`src/rtl/core/lowest_free_id_allocator_defines.svh`:
```
// ---------------------------------------------------------------------------
// lowest free id allocator: assertion macros
// shared property forms for the allocator checks, clocked on clk and
// disabled while rst_n is low
// ---------------------------------------------------------------------------
`ifndef LOWEST_FREE_ID_ALLOCATOR_DEFINES_SVH
`define LOWEST_FREE_ID_ALLOCATOR_DEFINES_SVH

// antecedent and consequent in the same cycle
`define LFA_ASSERT_SAME(label, ante, cons, msg) \
    label: assert property (@(posedge clk) disable iff (!rst_n) (ante) |-> (cons)) \
        else $error(msg);

// consequent in the cycle after the antecedent
`define LFA_ASSERT_NEXT(label, ante, cons, msg) \
    label: assert property (@(posedge clk) disable iff (!rst_n) (ante) |=> (cons)) \
        else $error(msg);

`endif

```
`src/rtl/core/lfa_ram.sv`:
```
// ---------------------------------------------------------------------------
// lfa_ram
// single write port, single read port memory with registered read data
// ---------------------------------------------------------------------------
module lfa_ram #(
    parameter int DEPTH = 8,
    parameter int AW    = 3,
    parameter int DW    = 32
) (
    input  logic          clk,
    input  logic          rd_en,
    input  logic [AW-1:0] rd_addr,
    output logic [DW-1:0] rd_data,
    input  logic          wr_en,
    input  logic [AW-1:0] wr_addr,
    input  logic [DW-1:0] wr_data
);

    logic [DW-1:0] mem_reg [DEPTH];
    logic [DW-1:0] rd_data_reg;

    always_ff @(posedge clk)
    begin
        if (wr_en)
        begin
            mem_reg[wr_addr] <= wr_data;
        end
        if (rd_en)
        begin
            rd_data_reg <= mem_reg[rd_addr];
        end
    end

    assign rd_data = rd_data_reg;

endmodule

```
`config.mk`:
```
export PLATFORM = sky130hd
export DESIGN_NAME = lfa_ram
export DESIGN_NICKNAME = d
export VERILOG_FILES = /design/src/rtl/core/lowest_free_id_allocator_defines.svh /design/src/rtl/core/lfa_ram.sv
export SDC_FILE = /design/constraint.sdc
export NUM_CORES = 1
export LEC_CHECK = 0
export BUFFER_PORTS_ARGS = -buffer_cell sky130_fd_sc_hd__buf_4
export CORE_ASPECT_RATIO = 0.7
export CORE_MARGIN = 3
export CORE_UTILIZATION = 55
export DETAILED_ROUTE_END_ITERATION = 10
export GPL_TIMING_DRIVEN = 0
export PLACE_DENSITY = 0.74
export SYNTH_ARGS = -nofsm -noshare
export SYNTH_HDL_FRONTEND = slang
export SYNTH_SLANG_ARGS = --single-unit
export TNS_END_PERCENT = 50
```
`constraint.sdc`:
```
create_clock -name clk -period 4.4 [get_ports clk]
set_input_delay 0.66 -clock clk [delete_from_list [all_inputs] [get_ports clk]]
set_output_delay 0.66 -clock clk [all_outputs]
set_load 0.02 [all_outputs]
```
After elaboration in Yosys (flattened, before gate mapping)
Memories as Yosys holds them, arrays and structs flattened. A register that Yosys moved wholly into a read port is not among the register bits. Cells that the tools add are included.

Mux-type cells: 2.

Operators by type and width (number): $mux 1 (2).

Bits in writable memories: 256. Output and inout port bits: 32. Word-level logic and storage cells: 3. Bits in registers: 0. Memories kept: 1.

Memory list: mem_reg (depth 8, width 32, rd ports 1, clocked after Yosys merged registers in 1, wr ports 1, RTL line lfa_ram.sv:19) `logic [DW-1:0] mem_reg [DEPTH];`.

Logic depth before layout (Yosys ltp)
Depth in word-level cells: 2. Gate-level depth with buffers: 4. Gate-level depth less buffers: 2.

Least setup slack after synthesis
OpenSTA, ideal clock, no wires.

Path kind: input to register. From: input port wr_addr[2]. To: memory mem_reg[0][0] (enable). Slack: 893 ps. Data required time: 3939 ps. Arrival: 3046 ps. Library setup time: 461 ps. Buffers on the path: 0. Cell stages on the path: 2. Cells stage by stage: nand2b_1 -> nor3_1.

RTL lines: start, declared (RTL line lfa_ram.sv:15) `input logic [AW-1:0] wr_addr,`; end, declared (RTL line lfa_ram.sv:19).

Straight into the memory's write port.

==> key figures <==
Yosys
  • Seq cells post-synth: 288
  • YS warnings: 0
  • Synth top area cells: edfxtp_1 (80%), mux4_1 (9.7%), mux4_2 (5.0%)
  • Synth top area share: 0.802
  • Syn Inst Count: 415
  • Area leader, netlist: edfxtp_1
  • Synthesized area: 0.0108 mm²
  • Unique cell type count in the Yosys netlist: 12
  • Synthesized Nets: 456
  • Sequential fraction of the synthesis area: 0.802
  • Synthesized area per cell: 26.0 µm²

Pwr
  • VDD IR-drop max: 0.274 mV
  • Leakage power figure: 4.31 nW
  • Pwr/cell area: 456 mW/mm²
  • Total power: 5.84 mW

Worst setup path
  • Crit-path max FO: 10
  • CP Launch Type: primary input
  • Crit path capture type: flop
  • Required @ worst endpoint: 4.67 ns
  • Reg2Reg Setup Slack: 2.92 ns
  • WS Path Type: in -> reg
  • Arrival time worst endpoint: 2.09 ns
  • Register-to-Register Path Depth: 2
  • Worst R2R End: rd_data[2]
  • R2R Path Start: mem_reg[1][2]

Layout
  • # diodes: 0
  • Area growth from synthesis to layout: 18.8%
  • Most frequent cells in the layout: edfxtp_1 (288), buf_4 (71), mux4_1 (40)
  • Commonest non-fill, non-tap cell in the layout: edfxtp_1
  • Max FFs per register: 256
  • Design area: 0.0128 mm²
  • Post-Route Utilization: 0.672
  • Ratio of cells with drive above 1 in the final layout: 0.374
  • Final #Nets: 567
  • Count of non-filler cells in the finished layout: 809

Detailed routing
  • DRT Pass-1 Iters: 4
  • DR DRC count: 0
  • Via count: 4,678
  • Remaining antenna violation count after routing: 0
  • Drt initial violations: 408
  • Vias per cell: 5.78
  • Drt total wl: 20,300 µm
  • WL/cell: 25.1 µm

Timing
  • Hold_ws: 0.365 ns
  • PnR worst setup slack: 2.58 ns
  • Setup TNS: 0 ns
  • Slew Viols, Final: 0
  • Actual slew at the worst max-slew pin: 0.822 ns
  • Fmax: 0.549 GHz
  • Worst-case clock skew: 0.00665 ns
  • Worst slew margin: 0.451
  • Hold Violations, Final: 0
  • Final setup viols: 0
  • Unrepaired setup endpoints after global routing: false
  • Final period util: 0.414
  • Final min period: 1.82 ns

Worst hold path
  • WHS Endpoint: mem_reg[3][10]
  • Hold Startpoint: wr_data[10]
  • Hold/Removal Path Class: in -> reg
  • Hold path depth: 1

Place
  • Placed Instances: 762
  • Port Buffer Count: 69
  • Placer Congestion: 0.679
  • DP Area: 0.0119 mm²
  • Post-DP HPWL: 11,900 µm
  • Setup WS pre-CTS: 2.02 ns

Global route
  • Pin count of the biggest net entering global routing: 33
  • Grt ovf: 0
  • Total track usage: 0.195
  • Initial antenna violation count: 0
  • Number of global-route vias before repair: 4,971
  • Global-route wire length before repair: 30,600 µm

Clock tree
  • Clock root cell: clkbuf_16
  • Clock Tree Buf Depth: 3
  • Clock Latency Late Sink: 0.52 ns
  • Num CTS Buffers: 26
  • TritonCTS clock tree: built
  • H-tree depth: 1
  • Post-CTS Setup Bufs: 0
  • Resized cells post-CTS: 0
  • CTS Sinks: 288
  • CTS hold repair buffers: 0
  • Clock transition at the registers of the reported paths: 0.06 ns

Die
  • Starting density of the core: 0.565
  • Full die area: 0.0214 mm²
  • Top Ports: 73
  • Width of the die: 173 µm
  • Die Y: 123 µm
  • FP Rows: 42
  • Core ar.: 0.0191 mm²

Run status
  • Status: finished, final reports clean

Job
  • Max-cap violations: 0
## cell usage after synthesis
cell / count
mux2_2: 32
nor3_1: 2
clkbuf_1: 1
buf_2: 6
nand2_1: 2
mux4_1: 40
buf_1: 4
buf_6: 7
edfxtp_1: 288
nor2_1: 6
nand2b_1: 3
mux4_2: 24
## cells by family (layout without fill, tap and decap cells)
| logic type | Yosys count | count (layout) | share of synthesized area |
|---|---|---|---|
| flops | 288 | 288 | 0.802 |
| mux | 96 | 96 | 0.181 |
| buf+inv | 18 | 148 | 0.0118 |
| simple gates | 13 | 13 | 0.00545 |
## metal layers
metal / vias up / wire length [µm] / global-route usage
li1: 2042 / - / -
met1: 2421 / 8170 / 0.274
met2: 185 / 10200 / 0.332
met3: 30 / 1530 / 0.0325
met4: 0 / 349 / 0.0420
met5: - / 0 / 0
## worst max path at each step
stage	start	endpoint	slack (ns)	cells after the start
after detailed placement	wr_addr[2]	mem_reg[3][20]	2.02	4
final	rd_addr[2]	rd_data[14]	2.58	4
after global routing	rd_addr[2]	rd_data[28]	2.53	4
after floorplan	wr_addr[2]	mem_reg[0][0]	0.89	2
after global placement	wr_addr[2]	mem_reg[0][20]	-1.44	3
after CTS	wr_addr[2]	mem_reg[3][17]	2.56	4
## worst max-delay path, cell delays in order
cell and delay [ns]:
clkbuf_1 0.37, buf_2 0.40, mux4_1 0.36, mux2_2 0.29
## layout make-up
class | count | area [µm²]
Clock inverter | 18 | 211
Sequential cell | 288 | 8650
Clock buffer | 29 | 683
Timing Repair Buffer | 83 | 743
Multi-Input combinational cell | 109 | 2070
Fill cell | 1153 | 6270
Buffer | 18 | 128
Tap cell | 264 | 330
## report_power, final
group	total [mW]	switching, mW	internal (mW)
sequential	3.16	0.0258	3.13
clock	2.33	0.965	1.36
combinational	0.348	0.182	0.166
Note: power is estimated with default switching activity, not from simulation.
