File: config.mk
export PLATFORM = sky130hd
export DESIGN_NAME = lfa_first_zero
export DESIGN_NICKNAME = d
export VERILOG_FILES = /design/src/rtl/core/lowest_free_id_allocator_defines.svh /design/src/rtl/core/lfa_pkg.sv /design/src/rtl/core/lfa_first_zero.sv
export SDC_FILE = /design/constraint.sdc
export NUM_CORES = 1
export LEC_CHECK = 0
export BUFFER_PORTS_ARGS = -buffer_cell sky130_fd_sc_hd__buf_4
export CORE_MARGIN = 4
export CORE_UTILIZATION = 35
export DETAILED_ROUTE_END_ITERATION = 10
export MAX_ROUTING_LAYER = met4
export PLACE_DENSITY = 0.75
export SYNTH_ARGS = -nofsm -noshare
export SYNTH_HDL_FRONTEND = slang
export SYNTH_SLANG_ARGS = --single-unit
File: constraint.sdc
create_clock -name vclk -period 5.8
set_input_delay 1.16 -clock vclk [all_inputs]
set_output_delay 1.16 -clock vclk [all_outputs]
set_load 0.05 [all_outputs]
File: src/rtl/core/lowest_free_id_allocator_defines.svh
// ---------------------------------------------------------------------------
// lowest free id allocator: assertion macros
// shared property forms for the allocator checks, clocked on clk and
// disabled while rst_n is low
// ---------------------------------------------------------------------------
`ifndef LOWEST_FREE_ID_ALLOCATOR_DEFINES_SVH
`define LOWEST_FREE_ID_ALLOCATOR_DEFINES_SVH

// antecedent and consequent in the same cycle
`define LFA_ASSERT_SAME(label, ante, cons, msg) \
    label: assert property (@(posedge clk) disable iff (!rst_n) (ante) |-> (cons)) \
        else $error(msg);

// consequent in the cycle after the antecedent
`define LFA_ASSERT_NEXT(label, ante, cons, msg) \
    label: assert property (@(posedge clk) disable iff (!rst_n) (ante) |=> (cons)) \
        else $error(msg);

`endif

File: src/rtl/core/lfa_pkg.sv
// ---------------------------------------------------------------------------
// lfa_pkg
// types and codes shared by the lowest free id allocator modules
// ---------------------------------------------------------------------------
package lfa_pkg;

    // used map is held as words of this many ids
    localparam int WORD_BITS = 32;
    localparam int WORD_LOG  = 5;

    // operation codes
    localparam logic [1:0] OP_ALLOC  = 2'd0;
    localparam logic [1:0] OP_FIND   = 2'd1;
    localparam logic [1:0] OP_DELETE = 2'd2;

    // status codes
    localparam logic [1:0] STAT_OK        = 2'd0;
    localparam logic [1:0] STAT_NOT_FOUND = 2'd1;
    localparam logic [1:0] STAT_FULL      = 2'd2;

    typedef enum logic [2:0] {
        ST_CLEAR,
        ST_IDLE,
        ST_SCAN,
        ST_LOOK_RD,
        ST_LOOK_CHK,
        ST_FINISH
    } lfa_state_t;

    // result of the free-bit search on one map word
    typedef struct packed {
        logic                found;
        logic [WORD_LOG-1:0] pos;
    } lfa_hit_t;

endpackage

File: src/rtl/core/lfa_first_zero.sv
// ---------------------------------------------------------------------------
// lfa_first_zero
// finds the lowest free id within one word of the used map
// ---------------------------------------------------------------------------
module lfa_first_zero
    import lfa_pkg::*;
(
    input  logic [WORD_BITS-1:0] word,
    input  logic [WORD_BITS-1:0] mask,
    output lfa_hit_t             hit
);

    logic [WORD_BITS-1:0] free_bits;
    logic [WORD_BITS-1:0] lowest;

    // isolate the lowest set bit of the free vector
    assign free_bits = ~word & mask;
    assign lowest    = free_bits & (~free_bits + WORD_BITS'(1));

    // one-hot to index
    always_comb
    begin
        hit.found = |free_bits;
        hit.pos   = '0;
        for (int k = 0; k < WORD_LOG; k++)
        begin
            for (int b = 0; b < WORD_BITS; b++)
            begin
                if (((b >> k) & 1) == 1)
                begin
                    hit.pos[k] = hit.pos[k] | lowest[b];
                end
            end
        end
    end

endmodule
Word level (Yosys, flattened, before mapping)

Index checks and enable logic that the tools add are counted.

Register bits: 0
Input port bits: 64
Word-level logic and storage cells: 81

Add/sub/neg operators: 1
Bitwise logic cells: 79
Reduce and logical (&&, ||, !) cells: 1

Operators with widths:

| operator                                                         | count |
|---|---|
| 1-bit bitwise OR                                                 | 75 |
| 32-bit bitwise AND                                               | 2 |
| 32-bit inverter                                                  | 2 |
| 32-bit by 1-bit adder with 32-bit output (second input constant) | 1 |
| 32-bit OR reduction                                              | 1 |

Logic depth before layout (Yosys ltp)

Gate-level depths: netlist (run 1).

Word-level depth: 20
Depth in mapped cells: 6
Mapped depth without buffers: 6

Least setup slack after synthesis (run 1)

Ideal clock, no wire load.

Path type: input to output
Start: input port mask[6]
End: output port hit[1] (netlist name)
Arrival time: 2.956 ns
Data required time: 4.640 ns
Path buffers: 0
Setup slack: 1.684 ns
Stages on the path: 4
Path through: nor2b_1 -> nor2_1 -> o31a_1 -> o311ai_1

RTL lines:

| item            | line                 | source |
|---|---|---|
| start, declared | lfa_first_zero.sv:9  | `input logic [WORD_BITS-1:0] mask,` |
| end, declared   | lfa_first_zero.sv:10 | `output lfa_hit_t hit` |

==> results of run 1 <==
-- per-layer routing --
| layer | wire length (um) | track usage (%) | share of wire [%] |
|---|---|---|---|
| met1 | 1000 | 19.2 | 41 |
| met2 | 1330 | 30.9 | 54 |
| met3 | 141 | 0.696 | 5.7 |
| met4 | 0 | 0 | 0 |
| met5 | 0 | - | 0 |
-- Yosys cell counts, types with 3 or more instances --
cell	n	share of area [%]
nor4_4	4	11
nor3_1	3	1.9
nor2b_4	5	8.6
inv_1	3	1.4
nor2_1	9	4.2
nand2b_1	11	8.6
o21ai_0	4	2.5
nand2_1	8	3.8
nand3_1	3	1.9
a21oi_1	5	3.1
o211ai_1	3	2.8
nor2b_1	23	18
o31ai_1	3	2.8
-- power by group through the flow --
stage               combinational (mW)  clock (mW)  sequential [mW]
floorplan                       0.0573           0                0
global placement                 0.101           0                0
detailed placement               0.103           0                0
CTS                              0.103           0                0
global route                     0.112           0                0
finish                           0.102           0                0
-- kinds of logic after synthesis --
group | share of synthesized area [%]
AND/OR/NAND/NOR | 74.9
AO/OA/AOI/OAI | 23.7
buffers and inverters | 1.41
-- worst paths after layout --
check,startpoint,to,depth (start not counted)
setup / recovery,mask[11],hit[3],8
hold / removal,mask[8],hit[0],5
-- through the flow --
step           power (mW)  hold WS (ns)
3_3_place_gp        0.101          2.80
6_report            0.102          2.80
4_1_cts             0.103          2.80
3_5_place_dp        0.103          2.80
5_1_grt             0.112          2.84
2_1_floorplan      0.0573          2.75
-- cell type report --
cell class	count	area [sq um]	area share [%]
Multi-Input combinational cell	108	786	57.9
Inverter	3	11.3	0.829
Tap cell	28	35.0	2.58
Timing Repair Buffer	70	526	38.7
-- worst max-delay path, delay by kind of cell --
kind	cells	cell delay [ns]
buffers and inverters	2	0.30
and+or+nand+nor	5	1.20
AOI/OAI and AO/OA	1	0.14
==> flow_metrics.env, run 1 <==
export IMPL_die_y_um=55.7
export IMPL_ys_types=33
export IMPL_diodes=0
export IMPL_cts_hold_buf=0
export IMPL_dr_total_vias=1083
export IMPL_dieWidth_um=55.7
export IMPL_switching_share_pct=47.6
export IMPL_pre_cts_slack_ns=1.82
export IMPL_post_drt_via_cell_ratio=5.18
export IMPL_slew_headroom_pct=72.5
export IMPL_cp_arrival_ns=2.81
export IMPL_start_util_pct=36.4
export IMPL_critPathKind="in2out"
export IMPL_clockPowerShare_pct=0
export IMPL_finalHoldViolations=0
export IMPL_syn2layout_area_growth_pct=70.3
export IMPL_intPower_uw=53.5
export IMPL_combPwrFrac_pct=100.0
export IMPL_final_common_cell="buf_4"
export IMPL_post_drt_wl_per_cell_um=11.8
export IMPL_seqPwrFrac_pct=0
export IMPL_drv_cap=0
export IMPL_worstSetupStartpointType="input port"
export IMPL_setup_viol=0
export IMPL_dp_hpwl_um=2310
export IMPL_report_final_slew_viol_count=0
export IMPL_irDropWorstVdd_mv=0.0454
export IMPL_outcome="complete, no violations"
export IMPL_synth_area_sq_um=797
export IMPL_max_freq_mhz=252
export IMPL_grt_start_max_net_pins=8
export IMPL_numPlacedInstances=209
export IMPL_yosys_warnings=0
export IMPL_wl_um=2470
export IMPL_period_needed_ns=3.97
export IMPL_path_max_fanout=5
export IMPL_post_cts_setup_buffers=0
export IMPL_synth_avg_cell_area_sq_um=7.18
export IMPL_drc=0
export IMPL_place_area_sq_um=1360
export IMPL_die_area_sq_um=3100
export IMPL_p_sw_uw=48.6
export IMPL_fin_area_sq_um=1360
export IMPL_setup_slack_ns=1.83
export IMPL_leakage_nw=0.620
export IMPL_cp_required_ns=4.64
export IMPL_power_density_nw_per_um2=75.2
export IMPL_nClkBuffers=0
export IMPL_final_cell_mix="70 x buf_4, 23 x nor2b_1, 11 x nand2b_1"
export IMPL_gp_congestion=0.866
export IMPL_yosysSeqAreaShare_pct=0
export IMPL_grt_pass1_wl_um=4320
export IMPL_final_nets=247
export IMPL_drt_antenna_violating_nets=0
export IMPL_nFillCells=207
export IMPL_core_area_sq_um=2190
export IMPL_gr_total_overflow=0
export IMPL_seq_cells=0
export IMPL_ios=70
export IMPL_synth_nets=175
export IMPL_fin_cells=209
export IMPL_first_iter_violations=11
export IMPL_worstMarginPinSlew_ns=0.409
export IMPL_ctsResizeCount=0
export IMPL_rsz0062_at_grt="false"
export IMPL_worst_path_max_delay_cell="nor4_2"
export IMPL_antenna_found_initial=0
export IMPL_rows=17
export IMPL_crit_chain="buf_4 > nor2b_1 > nor4_2 > nand4_2 > nor2_1 > o211ai_1 > nand3_1 > buf_4"
export IMPL_synthCells=111
export IMPL_cpPeakStageDelay_ns=0.42
export IMPL_endpoint_kind="output pin"
export IMPL_first_pass_iters=4
export IMPL_min_path_type="in2out"
export IMPL_grt_util_all_layers_pct=16.0
export IMPL_setup_tns_ns=0
export IMPL_io_buffer_count=70
export IMPL_final_util_pct=62.0
export IMPL_grt_pass1_vias=1103
export IMPL_critPathMostFrequentCell="buf_4"
export IMPL_ff_latch_area_sq_um=0
export IMPL_layout_drive_gt1_share_pct=47.5
export IMPL_finalCritPeriodShare_pct=68.4
(Power assumes the default switching activity.)
==> inputs of run 2 (changes only) <==
--- a/config.mk
+++ b/config.mk
@@ -10,7 +10,7 @@
 export CORE_UTILIZATION = 35
 export DETAILED_ROUTE_END_ITERATION = 10
 export MAX_ROUTING_LAYER = met4
-export PLACE_DENSITY = 0.75
+export PLACE_DENSITY = 0.78
 export SYNTH_ARGS = -nofsm -noshare
 export SYNTH_HDL_FRONTEND = slang
 export SYNTH_SLANG_ARGS = --single-unit
==> constraint.sdc (replaced) <==
create_clock -name vclk -period 3.41
set_input_delay 0.682 -clock vclk [all_inputs]
set_output_delay 0.682 -clock vclk [all_outputs]
set_load 0.05 [all_outputs]
==> flow_metrics.env, run 2 (synthesis gave the netlist of run 1 again) <==
export IMPL_outcome="complete, no violations"
export IMPL_cp_required_ns=2.73
export IMPL_core_area_sq_um=2190
export IMPL_report_final_slew_viol_count=0
export IMPL_whs_ns=1.84
export IMPL_grt_pass1_wl_um=4130
export IMPL_fin_cells=209
export IMPL_critPathKind="in2out"
export IMPL_final_common_cell="buf_4"
export IMPL_cp_arrival_ns=2.34
export IMPL_power_density_nw_per_um2=128
export IMPL_period_needed_ns=3.02
export IMPL_drv_cap=0
export IMPL_worstSetupStartpointType="input port"
export IMPL_finalCritPeriodShare_pct=88.6
export IMPL_path_max_fanout=5
export IMPL_final_util_pct=62.0
export IMPL_min_path_type="in2out"
export IMPL_die_area_sq_um=3100
export IMPL_diodes=0
export IMPL_setup_viol=0
export IMPL_irDropWorstVdd_mv=0.0871
export IMPL_crit_start="mask[11]"
export IMPL_setup_tns_ns=0
export IMPL_gr_total_overflow=0
export IMPL_syn2layout_area_growth_pct=70.3
export IMPL_drt_antenna_violating_nets=0
export IMPL_io_buffer_count=70
export IMPL_layout_drive_gt1_share_pct=47.5
export IMPL_max_freq_mhz=331
export IMPL_place_area_sq_um=1360
export IMPL_pre_cts_slack_ns=0.410
export IMPL_fin_area_sq_um=1360
export IMPL_ff_latch_area_sq_um=0
export IMPL_grt_util_all_layers_pct=15.4
export IMPL_dieWidth_um=55.7
export IMPL_post_drt_via_cell_ratio=5.08
export IMPL_numPlacedInstances=209
export IMPL_rsz0062_at_grt="false"
export IMPL_first_iter_violations=29
export IMPL_post_drt_wl_per_cell_um=11.7
export IMPL_setup_slack_ns=0.387
export IMPL_total_power_uw=174
export IMPL_finalHoldViolations=0
export IMPL_dp_hpwl_um=2230
export IMPL_grt_start_max_net_pins=8
export IMPL_post_cts_setup_buffers=0
export IMPL_ctsResizeCount=0
export IMPL_worstMarginPinSlew_ns=0.430
export IMPL_wl_um=2450
export IMPL_slew_headroom_pct=71.1
export IMPL_final_nets=247
export IMPL_start_util_pct=36.4
export IMPL_gp_congestion=0.841
export IMPL_crit_path_end="hit[0]"
export IMPL_grt_pass1_vias=1029
export IMPL_first_pass_iters=4
export IMPL_antenna_found_initial=0
export IMPL_nFillCells=210
export IMPL_leakage_nw=0.620
export IMPL_dr_total_vias=1062
export IMPL_ios=70
export IMPL_final_cell_mix="70 x buf_4, 23 x nor2b_1, 11 x nand2b_1"
export IMPL_nClkBuffers=0
export IMPL_endpoint_kind="output pin"
export IMPL_seq_cells=0
export IMPL_cts_hold_buf=0
export IMPL_rows=17
export IMPL_drc=0
export IMPL_die_y_um=55.7
## run 2: cell counts in the layout (fill, tap and decap cells not counted)
No cell type changed its count.
## run 2: worst min-delay path by stage
stage | start | to | slack (ns) | cells after the start
after floorplan | mask[8] | hit[0] | 1.79 | 3
after global placement | mask[8] | hit[0] | 1.84 | 5
after detailed placement | mask[8] | hit[0] | 1.85 | 5
after CTS | mask[8] | hit[0] | 1.86 | 5
after global routing | mask[8] | hit[0] | 1.92 | 5
final | mask[8] | hit[0] | 1.84 | 5
## run 2: worst max-delay path, stage by stage
cell	delay, ns
buf_4	0.10
nor2b_1	0.15
nor4_2	0.44
nand4_2	0.23
nor4_1	0.36
nor4_1	0.10
nand2_1	0.08
buf_4	0.19
## run 2: layout make-up
| type | instances | area [sq um] | share of cell area (%) |
|---|---|---|---|
| repair buffers | 70 | 526 | 38.7 |
| well taps | 28 | 35.0 | 2.58 |
| multi-input cells | 108 | 786 | 57.9 |
| inverters | 3 | 11.3 | 0.829 |
## run 2: routing by layer
layer	wire [um]	track usage (%)	vias up
li1	-	-	556
met1	1050	20.6	459
met2	1200	26.5	47
met3	200	1.39	0
met4	0	0	0
met5	0	-	-
## run 2: report_power, final
part           internal (mW)  total, mW  switching, mW
Clock                      0          0              0
Sequential                 0          0              0
Combinational         0.0910      0.174         0.0834
Total                 0.0910      0.174         0.0834
==> inputs of run 3 (changes only) <==
--- a/config.mk
+++ b/config.mk
@@ -11,6 +11,7 @@
 export DETAILED_ROUTE_END_ITERATION = 10
 export MAX_ROUTING_LAYER = met4
 export PLACE_DENSITY = 0.78
+export SLEW_MARGIN = 10
 export SYNTH_ARGS = -nofsm -noshare
 export SYNTH_HDL_FRONTEND = slang
 export SYNTH_SLANG_ARGS = --single-unit
==> constraint.sdc (replaced) <==
create_clock -name vclk -period 2.7
set_input_delay 0.54 -clock vclk [all_inputs]
set_output_delay 0.54 -clock vclk [all_outputs]
set_load 0.05 [all_outputs]
==> flow_metrics.env, run 3 (synthesis gave the netlist of run 1 again) <==
export IMPL_drv_cap=0
export IMPL_grt_util_all_layers_pct=17.2
export IMPL_place_area_sq_um=1390
export IMPL_grt_pass1_vias=1098
export IMPL_cp_arrival_ns=2.09
export IMPL_diodes=0
export IMPL_drc=0
export IMPL_worstMarginPinSlew_ns=0.432
export IMPL_layout_drive_gt1_share_pct=50.5
export IMPL_finalCritPeriodShare_pct=97.6
export IMPL_setup_slack_ns=0.0661
export IMPL_period_needed_ns=2.63
export IMPL_nClkBuffers=0
export IMPL_use_met1_pct=21.7
export IMPL_fin_area_sq_um=1430
export IMPL_first_pass_iters=4
export IMPL_gr_usage_met3_pct=1.39
export IMPL_critPathKind="in2out"
export IMPL_clockPowerShare_pct=0
export IMPL_numPlacedInstances=212
export IMPL_setup_viol=0
export IMPL_die_y_um=55.7
export IMPL_power_density_nw_per_um2=166
export IMPL_seq_cells=0
export IMPL_grt_start_max_net_pins=6
export IMPL_antenna_found_initial=0
export IMPL_post_drt_via_cell_ratio=5.11
export IMPL_io_buffer_count=70
export IMPL_intPower_uw=123
export IMPL_cp_required_ns=2.16
export IMPL_gp_congestion=0.919
export IMPL_grt_pass1_wl_um=4610
export IMPL_report_final_slew_viol_count=0
export IMPL_switching_share_pct=48.1
export IMPL_drt_antenna_violating_nets=0
export IMPL_pre_cts_slack_ns=0.0289
export IMPL_die_area_sq_um=3100
export IMPL_worstSetupStartpointType="input port"
export IMPL_core_area_sq_um=2190
export IMPL_finalHoldViolations=0
export IMPL_endpoint_kind="output pin"
export IMPL_min_path_type="in2out"
export IMPL_irDropWorstVdd_mv=0.137
export IMPL_slew_headroom_pct=71.1
export IMPL_fin_cells=212
export IMPL_gr_total_overflow=0
export IMPL_leakage_nw=0.643
export IMPL_post_drt_wl_per_cell_um=13.0
export IMPL_whs_ns=1.57
export IMPL_dr_total_vias=1083
export IMPL_grt_busiest_layer="met2"
export IMPL_final_nets=250
export IMPL_ios=70
export IMPL_max_freq_mhz=380
export IMPL_grt_use_met2_pct=31.3
export IMPL_seqPwrFrac_pct=0
export IMPL_dp_hpwl_um=2360
export IMPL_wl_um=2750
export IMPL_start_util_pct=36.4
export IMPL_ff_latch_area_sq_um=0
export IMPL_combPwrFrac_pct=100.0
export IMPL_outcome="complete, no violations"
export IMPL_post_cts_setup_buffers=0
export IMPL_syn2layout_area_growth_pct=79.1
export IMPL_dieWidth_um=55.7
export IMPL_first_iter_violations=14
export IMPL_final_cell_mix="73 x buf_4, 23 x nor2b_1, 11 x nand2b_1"
export IMPL_rows=17
export IMPL_final_common_cell="buf_4"
export IMPL_path_max_fanout=4
export IMPL_p_sw_uw=114
## run 3: cell count changes in the layout (fill, tap and decap cells not counted), sizes merged
cell | previous run | this run
buf | 70 | 73
## run 3: critical path, cell delays in order
cell	delay (ns)
buf_4	0.11
nor2b_4	0.13
nor4_4	0.37
nand4_4	0.20
nor4_4	0.34
o41ai_1	0.11
nand3_1	0.10
buf_4	0.20
## run 3: per-layer routing
metal | vias to the layer above | share of wire (%)
met2 | 42 | 53
met4 | 0 | 0.84
met1 | 475 | 40
met3 | 2 | 6.7
met5 | - | 0
li1 | 564 | -
## run 3: final timing paths
| path | start | to | slack [ns] | cells past startpoint |
|---|---|---|---|---|
| worst max-delay path | mask[16] | hit[3] | 0.07 | 8 |
| worst min-delay path | mask[8] | hit[0] | 1.57 | 5 |
## run 3: area by class of cell
type | instances | area (sq um)
well taps | 28 | 35.0
multi-input cells | 108 | 833
fillers | 197 | 763
inverters | 3 | 11.3
repair buffers | 73 | 548
## run 3: power groups by stage
stage	registers (mW)	clock network [mW]	logic, mW
finish	0	0	0.237
global route	0	0	0.258
CTS	0	0	0.229
detailed placement	0	0	0.228
global placement	0	0	0.225
floorplan	0	0	0.125
## run 3: repair_timing
| action | in CTS | in global routing |
|---|---|---|
| setup endpoints to repair | 0 | 4 |
| hold endpoints to repair | 0 | 0 |
| gates resized for setup | 0 | 6 |
| hold buffers | 0 | 0 |
## run 3: stage by stage
step	TNS, ns	total power [mW]	utilization [%]
global route	-0.0988	0.258	65.2
detailed placement	0	0.228	63.3
global placement	0	0.225	63.3
CTS	0	0.229	63.3
finish	0	0.237	65.2
floorplan	0	0.125	-
